--- src/bwt_div_cell.sv ---
// One restoring-division cell: one quotient bit per stage for two dividends.
// Depends on nothing else; chained by barycentric_weights_3d_inside_test.
`timescale 1ns / 1ps
module bwt_div_cell #(
	parameter int DW = 8,
	parameter int QW = 8
) (
	input  logic          clk,
	input  logic          arst_n,
	input  logic          v_in,
	input  logic [DW-1:0] den_in,
	input  logic [DW:0]   r1_in,
	input  logic [DW:0]   r2_in,
	input  logic [QW-1:0] q1_in,
	input  logic [QW-1:0] q2_in,
	input  logic [DW-1:0] n1_in,
	input  logic [DW-1:0] n2_in,
	output logic [DW-1:0] den_out,
	output logic [DW:0]   r1_out,
	output logic [DW:0]   r2_out,
	output logic [QW-1:0] q1_out,
	output logic [QW-1:0] q2_out,
	output logic [DW-1:0] n1_out,
	output logic [DW-1:0] n2_out,
	output logic          v_out
);
	logic [DW+1:0] t1, t2;
	logic [DW+1:0] d_ext;
	logic ge1, ge2;

	always_comb begin
		d_ext = {2'b00, den_in};
		t1 = {r1_in, n1_in[DW-1]};
		t2 = {r2_in, n2_in[DW-1]};
		ge1 = t1 >= d_ext;
		ge2 = t2 >= d_ext;
	end

	always_ff @(posedge clk or negedge arst_n) begin
		if (!arst_n) v_out <= 1'b0;
		else v_out <= v_in;
	end

	always_ff @(posedge clk) begin
		den_out <= den_in;
		r1_out <= ge1 ? (DW+1)'(t1 - d_ext) : t1[DW:0];
		r2_out <= ge2 ? (DW+1)'(t2 - d_ext) : t2[DW:0];
		q1_out <= {q1_in[QW-2:0], ge1};
		q2_out <= {q2_in[QW-2:0], ge2};
		n1_out <= {n1_in[DW-2:0], 1'b0};
		n2_out <= {n2_in[DW-2:0], 1'b0};
	end
endmodule

--- config.mk ---
export PLATFORM = sky130hd
export DESIGN_NAME = bwt_div_cell
export DESIGN_NICKNAME = d
export VERILOG_FILES = /design/src/bwt_div_cell.sv
export SDC_FILE = /design/constraint.sdc
export NUM_CORES = 1
export LEC_CHECK = 0
export BUFFER_PORTS_ARGS = -buffer_cell sky130_fd_sc_hd__buf_4
export CORE_MARGIN = 1
export CORE_UTILIZATION = 47
export CTS_CLUSTER_DIAMETER = 100
export DETAILED_ROUTE_END_ITERATION = 8
export GPL_TIMING_DRIVEN = 0
export PLACE_DENSITY = 0.84
export SLEW_MARGIN = 0
export SYNTH_ARGS = -nofsm -noshare
export SYNTH_HDL_FRONTEND = slang
export SYNTH_SLANG_ARGS = --single-unit
--- constraint.sdc ---
create_clock -name clk -period 0.8 [get_ports clk]
set_input_delay 0.04 -clock clk [delete_from_list [all_inputs] [get_ports clk]]
set_output_delay 0.04 -clock clk [all_outputs]
set_load 0.01 [all_outputs]
==> out/qor.txt, run 1 <==
largest net degree at the start of global routing - 11
# rows - 24
Cell variety after synth - 38
CTS sink count - 57
IO buf count - 115
xor/xnor share of the synthesized area - 0.0241
H-Tree Depth - 3
Initial Util - 0.493
main combinational cell family by area after synthesis - compound AO/OA/AOI/OAI gates
Synth Area in Compound Gates - 0.133
Synth Area in Simple Gates - 0.133
Final HPWL DP - 4.56 mm
IO Count - 120
mux share of post-synthesis cell area - 0.0310
Post-Synthesis Cells - 205
Cell Area, Placed - 3240 sq um
synthesis-stage register bit count - 57
Failed at - global routing
Longest Clk Path Bufs - 2
Die H - 70.1 um
Post-Synthesis Cell Area - 2180 sq um
register area share after synthesis - 0.526
Root Buffer - clkbuf_8
Synth Warn # - 0
CTS buffer count - 9
Avg Cell Area, Syn - 10.6 sq um
status - did not finish
Die Wd - 70.1 um
GRT worst endpoint - r1_out[7]$_DFF_P_/D
Err - [ERROR DPL-0038] Utilization greater than 100%, impossible to legalize
GPL Wtd Cong - 0.795
Worst EP kind - register data pin
Post-Synth Adder-Cell Area - 0.110
cell families after synthesis:
group,Yosys count
flops,57
simple gates,51
compound gates,46
buf+inv,20
fa+ha+maj,18
xor+xnor,6
mux,6
other cells,1
synth_stat cells (all sizes together):
master | n | area share
a2111oi | 1 | 0.0040
a21boi | 4 | 0.014
a21o | 2 | 0.0069
a21oi | 14 | 0.037
a41oi | 1 | 0.0040
and3 | 1 | 0.0029
buf | 4 | 0.014
conb | 1 | 0.0017
dfrtp | 1 | 0.011
dfxtp | 56 | 0.51
fa | 2 | 0.018
ha | 16 | 0.092
inv | 16 | 0.028
mux2 | 3 | 0.017
mux2i | 3 | 0.014
nand2 | 20 | 0.034
nand2b | 4 | 0.011
nand3 | 2 | 0.0046
nand3b | 2 | 0.0069
nand4 | 4 | 0.011
nand4b | 2 | 0.0080
nor2 | 8 | 0.014
nor2b | 2 | 0.0057
nor3 | 2 | 0.0046
nor3b | 2 | 0.0069
nor4b | 2 | 0.022
o211ai | 3 | 0.010
o21a | 1 | 0.0034
o21ai | 14 | 0.032
o21bai | 2 | 0.0069
o31ai | 4 | 0.014
xnor2 | 2 | 0.0080
xor2 | 4 | 0.016
through the flow:
| stage | setup WS, ns | instances | hold WS (ns) | setup TNS [ns] |
|---|---|---|---|---|
| detailed placement | -1.06 | 373 | -0.184 | -18.99 |
| floorplan | -0.749 | 206 | -0.256 | -12.33 |
| global placement | -1.05 | 373 | -0.185 | -18.90 |
| CTS | -0.589 | 454 | -0.0278 | -10.04 |
what timing repair did:
| item | 4_1_cts |
|---|---|
| setup buffers | 13 |
| endpoints found under the hold margin | 55 |
| gates resized for setup | 65 |
| hold buffers | 52 |
| pin swaps | 12 |
| setup endpoints to repair | 51 |
==> run 2, diff against run 1 <==
CORE_UTILIZATION = 40   (was 47)
CTS_CLUSTER_DIAMETER = unset   (was 100)
PLACE_DENSITY = unset   (was 0.84)
PLACE_DENSITY_LB_ADDON = 0.15   (was unset)
==> run 2 against run 1 <==
Against the previous run: the flow now finishes, with violations (hold timing, setup timing); synthesized area unchanged; synthesized cell count unchanged.
==> out/qor.txt, run 2 <==
status - complete, but fails checks
failing checks - hold timing, setup timing
Final HPWL DP - 4.21 mm
Slew Limit Fails - 0
Post-synth top flop - dfxtp_1
synthesis-stage register bit count - 57
Final WS setup - -0.802 ns
Final #Nets - 488
CTS sink count - 57
IO buf count - 115
Least-Margin Pin Slew - 0.522 ns
xor/xnor share of the synthesized area - 0.0241
antenna violations before repair - 0
Hold Vio Cnt, Final - 1
Clk pin slew, worst setup/hold paths - 0.07 ns
Final min period - 1.60 ns
Highest Clock Rate - 624 MHz
placed cells - 391
fin crit share - 2.00
worst path cell trace - buf_12 > inv_12 > ha_4 > inv_2 > fa_2 > nand3_4 > buf_4 > buf_6 > a21boi_2 > o21ai_1 > a21boi_1 > o31ai_2
CTS buffer count - 9
number of routed nets with antenna violations - 0
CTS Hold Bufs - 54
crit-path leading delay family - compound AO/OA/AOI/OAI gates
Die H - 75.8 um
drc violations - 0
core area - 5170 sq um
most frequent cells in the layout - buf_4, buf_6, dfxtp_2
crit path kind - input port to register
Startpoint Class - input port
share of layout cells above drive strength 1 - 0.640
logic gate share of total power - 0.295
part of the power in the clock network - 0.338
WP data arrival - 1.85 ns
cell taking the most area after synthesis - dfxtp_1
Max stage delay on crit path - 0.41 ns
Flop pwr share - 0.366
crit path capture type - register
gr ovfl total - 0
Buf/Inv on CP - 5
main combinational cell family by area after synthesis - compound AO/OA/AOI/OAI gates
# rows - 26
Die Wd - 75.8 um
post-layout util - 0.923
die area - 5740 sq um
routed length per placed instance - 23.1 um
number of synthesized flops with an enable pin - 0
# diodes - 0
fillers - 169
vias per cell - 5.55
First-pass DRT Iterations - 5
fin cells - 484
count leader, synth - dfxtp_1
Area Overhead vs Synth - 119%
Starting DRT DRC Count - 228
register area share after synthesis - 0.526
Synth Warn # - 0
Longest Clk Path Bufs - 2
H-Tree Depth - 3
Synth Area in Compound Gates - 0.133
hold slack - -0.00907 ns
worst min path class - input port to register
largest net degree at the start of global routing - 11
CTS tree - done
IO Count - 120
final setup fails - 77
Net Sw Power - 0.00268 W
first-pass GRT wire length - 12.6 mm
leakage - 2.07 nW
internal power - 0.00645 W
Initial Util - 0.421
Post-Synthesis Cell Area - 2180 sq um
top cells by count, synth - dfxtp_1, nand2_1, ha_1, inv_1, o21ai_0
Post-Synth Adder-Cell Area - 0.110
Root Buffer - clkbuf_8
Post-Synthesis Cells - 205
GPL Wtd Cong - 0.820
share of the synthesized area in the top cell type - 0.515
Cell variety after synth - 38
synth top area cells - dfxtp_1, ha_1, nand2_1
mux share of post-synthesis cell area - 0.0310
Avg Cell Area, Syn - 10.6 sq um
fin area - 4770 sq um
vias in the first global route - 2447
Synth Area in Simple Gates - 0.133
RSZ-0062 raised after global routing - yes
switch share - 0.294
headroom to the max-slew limit - 0.643
Cell Area, Placed - 3260 sq um
slowest CP cell - fa_2
biggest regs - r1_out (9), r2_out (9)
Peak VDD IR - 1430 uV
Worst Path Max Fanout - 2
most common cell after layout, fill and taps aside - buf_4
number of max-cap violations - 0
Post-synth ARST share - 0.0175
Req. time, crit path - 1.05 ns
setup TNS - -14.60 ns
Total GRT Usage - 0.311
WL final - 11.2 mm
pwr dens - 1910 nW/um^2
vias - 2687
-- run 2: timing repair --
action | 4_1_cts | 5_1_grt
hold endpoints to repair | 55 | 1
setup buffers | 12 | 10
endpoints found under the setup margin | 77 | 77
resized for setup | 116 | 57
pin swaps | 14 | 13
gates cloned | 0 | 1
-- run 2: metal layers --
| metal | up-vias | routed length, um | global-route usage |
|---|---|---|---|
| met5 | - | 0 | 0 |
| met4 | 0 | 527 | 0.134 |
| met3 | 59 | 1160 | 0.0979 |
| met2 | 241 | 5320 | 0.564 |
| met1 | 1268 | 4160 | 0.331 |
| li1 | 1119 | - | - |
-- run 2: area by class of cell --
| type | instances | area [sq um] | share of cell area |
|---|---|---|---|
| repair buffers | 192 | 1860 | 0.390 |
| multi-input cells | 129 | 1260 | 0.264 |
| flip-flops and latches | 57 | 1210 | 0.255 |
| clock buffers | 10 | 128 | 0.0267 |
| inverters | 16 | 95.1 | 0.0199 |
| well taps | 70 | 87.6 | 0.0183 |
| clock inverters | 6 | 82.6 | 0.0173 |
| plain buffers | 4 | 45.0 | 0.00944 |
-- run 2: stage by stage --
step	setup slack [ns]	power, W
after floorplan	-0.749	0.00411
after global placement	-1.06	0.00490
after detailed placement	-1.07	0.00493
after CTS	-0.582	0.00843
after global routing	-0.853	0.00938
final	-0.802	0.00914
-- run 2: worst paths after layout --
path	to	start	slack, ns	cells after the start
max in group asynchronous	v_out$_DFF_PN0_	arst_n	0.70	2
min in group asynchronous	v_out$_DFF_PN0_	arst_n	0.02	2
hold / removal	r1_out[1]$_DFF_P_	r1_in[0]	-0.009	2
setup / recovery	r2_out[6]$_DFF_P_	n2_in[7]	-0.80	12
-- run 2: logic make-up after synthesis --
logic type      Yosys count
compound gates           46
xor+xnor                  6
fa+ha+maj                18
buf+inv                  20
flops                    57
mux                       6
other cells               1
simple gates             51
-- run 2: power by group through the flow --
stage	clock network [W]	registers, W	logic, W
6_report	0.00309	0.00335	0.00270
5_1_grt	0.00321	0.00336	0.00281
4_1_cts	0.00294	0.00328	0.00222
3_5_place_dp	0	0.00326	0.00167
3_3_place_gp	0	0.00325	0.00165
2_1_floorplan	0	0.00340	0.000708
No activity file was read; power rests on OpenSTA's default activity.
==> run 3, diff against run 2 <==
CTS_BUF_LIST = sky130_fd_sc_hd__clkbuf_8   (was unset)
==> run 3 against run 2 <==
Against the previous run: the run still ends with hold timing, setup timing left; non-clock buffer count stayed put; critical path depth down 2; worst hold slack improved by 0.0023 ns; sequential share of layout area unchanged; via count down 1.1%; final area is the same; first-iteration DRC count grew 3.5%; count of clock-buffer cells in the layout shrank 1; clock power hardly changed; sequential cell count did not move; core utilization is the same; wire length fell by 0.29%; critical path type unchanged.
==> out/qor.txt, run 3 (synthesized netlist as in run 2, its figures left out) <==
status - complete, but fails checks
failing checks - hold timing, setup timing
die area - 5740 sq um
first-pass GRT wire length - 12.6 mm
headroom to the max-slew limit - 0.628
CTS buffer count - 9
Final min period - 1.57 ns
Req. time, crit path - 1.05 ns
share of layout cells above drive strength 1 - 0.640
worst min path class - input port to register
setup TNS - -14.54 ns
Clk pin slew, worst setup/hold paths - 0.06 ns
IO Count - 120
Final WS setup - -0.767 ns
IO buf count - 115
First-pass DRT Iterations - 4
# rows - 26
placed cells - 391
Power Total - 0.00911 W
CTS sink count - 57
GPL Wtd Cong - 0.820
Peak VDD IR - 1420 uV
most frequent cells in the layout - buf_4, buf_6, dfxtp_2
biggest regs - r1_out (9), r2_out (9)
core area - 5170 sq um
number of max-cap violations - 0
Hold Vio Cnt, Final - 1
fin crit share - 1.96
Die H - 75.8 um
Worst Path Max Fanout - 10
gr ovfl total - 0
CTS tree - done
fin cells - 484
hold slack - -0.00673 ns
worst slack at placement - -1.07 ns
hold endpoint - r1_out[1]$_DFF_P_
Least-Margin Pin Slew - 0.543 ns
Final HPWL DP - 4.21 mm
crit path capture type - register
vias per cell - 5.49
slowest CP cell - nor4b_4
crit path kind - input port to register
# diodes - 0
Final #Nets - 488
Longest Clk Path Bufs - 2
Starting DRT DRC Count - 236
CTS Hold Bufs - 54
hold_sp - r1_in[0]
Die Wd - 75.8 um
Total GRT Usage - 0.311
final setup fails - 77
drc violations - 0
H-Tree Depth - 3
vias - 2657
Cells on Worst Hold Path - 2
Highest Clock Rate - 638 MHz
Initial Util - 0.421
number of routed nets with antenna violations - 0
largest net degree at the start of global routing - 11
antenna violations before repair - 0
Max stage delay on crit path - 0.30 ns
leakage - 2.07 nW
vias in the first global route - 2447
routed length per placed instance - 23.0 um
pwr dens - 1910 nW/um^2
Root Buffer - clkbuf_8
WP data arrival - 1.81 ns
Slew Limit Fails - 0
WL final - 11.1 mm
RSZ-0062 raised after global routing - yes
Area Overhead vs Synth - 119%
most common cell after layout, fill and taps aside - buf_4
worst path cell trace - buf_4 > inv_1 > ha_4 > nand4_1 > o21bai_2 > nor4b_4 > buf_6 > buf_8 > nand2_1 > o21ai_1
Startpoint Class - input port
-- run 3: worst max-delay path by stage --
stage,start,end,slack (ns),cells after the start
finish,den_in[3],r1_out[2]$_DFF_P_,-0.77,10
detailed placement,n2_in[7],r2_out[1]$_DFF_P_,-1.07,9
CTS,n1_in[7],r1_out[7]$_DFF_P_,-0.58,11
floorplan,n1_in[7],r1_out[7]$_DFF_P_,-0.75,9
global route,n2_in[7],r2_out[6]$_DFF_P_,-0.85,12
global placement,n1_in[7],r1_out[7]$_DFF_P_,-1.06,10
-- run 3: layout make-up --
cell class	instances	area, sq um
flip-flops and latches	57	1210
well taps	70	87.6
fillers	169	399
plain buffers	4	45.0
multi-input cells	129	1260
clock buffers	9	124
clock inverters	7	86.3
inverters	16	95.1
repair buffers	192	1860
-- run 3: where the power goes --
group          leakage [nW]  switching, W  internal (W)
clock network         0.110       0.00134       0.00173
registers             0.484      0.000170       0.00318
logic                  1.48       0.00116       0.00154
total                  2.07       0.00267       0.00644
-- run 3: through the flow --
stage,utilization,cell area [sq um]
floorplan,-,2310
global placement,0.630,3260
detailed placement,0.630,3260
CTS,0.870,4500
global route,0.923,4770
finish,0.923,4770
-- run 3: critical path: cells and delay by family --
| family | cells | cell delay, ns |
|---|---|---|
| buffers and inverters | 4 | 0.66 |
| and+or+nand+nor | 3 | 0.56 |
| adders and majority gates | 1 | 0.29 |
| AOI/OAI and AO/OA | 2 | 0.26 |
-- run 3: repair_timing --
| action | in CTS | in global routing |
|---|---|---|
| hold endpoints to repair | 55 | 1 |
| endpoints found under the setup margin | 77 | 77 |
| gates cloned | 0 | 1 |
| pin swaps | 14 | 13 |
| resized for setup | 116 | 57 |
| setup buffers | 12 | 10 |
-- run 3: per-layer routing --
metal / GRT usage / vias up / share of wire
met3: 0.0979 / 50 / 0.10
met5: 0 / - / 0
met1: 0.331 / 1281 / 0.37
met4: 0.134 / 0 / 0.042
li1: - / 1119 / -
met2: 0.564 / 207 / 0.48
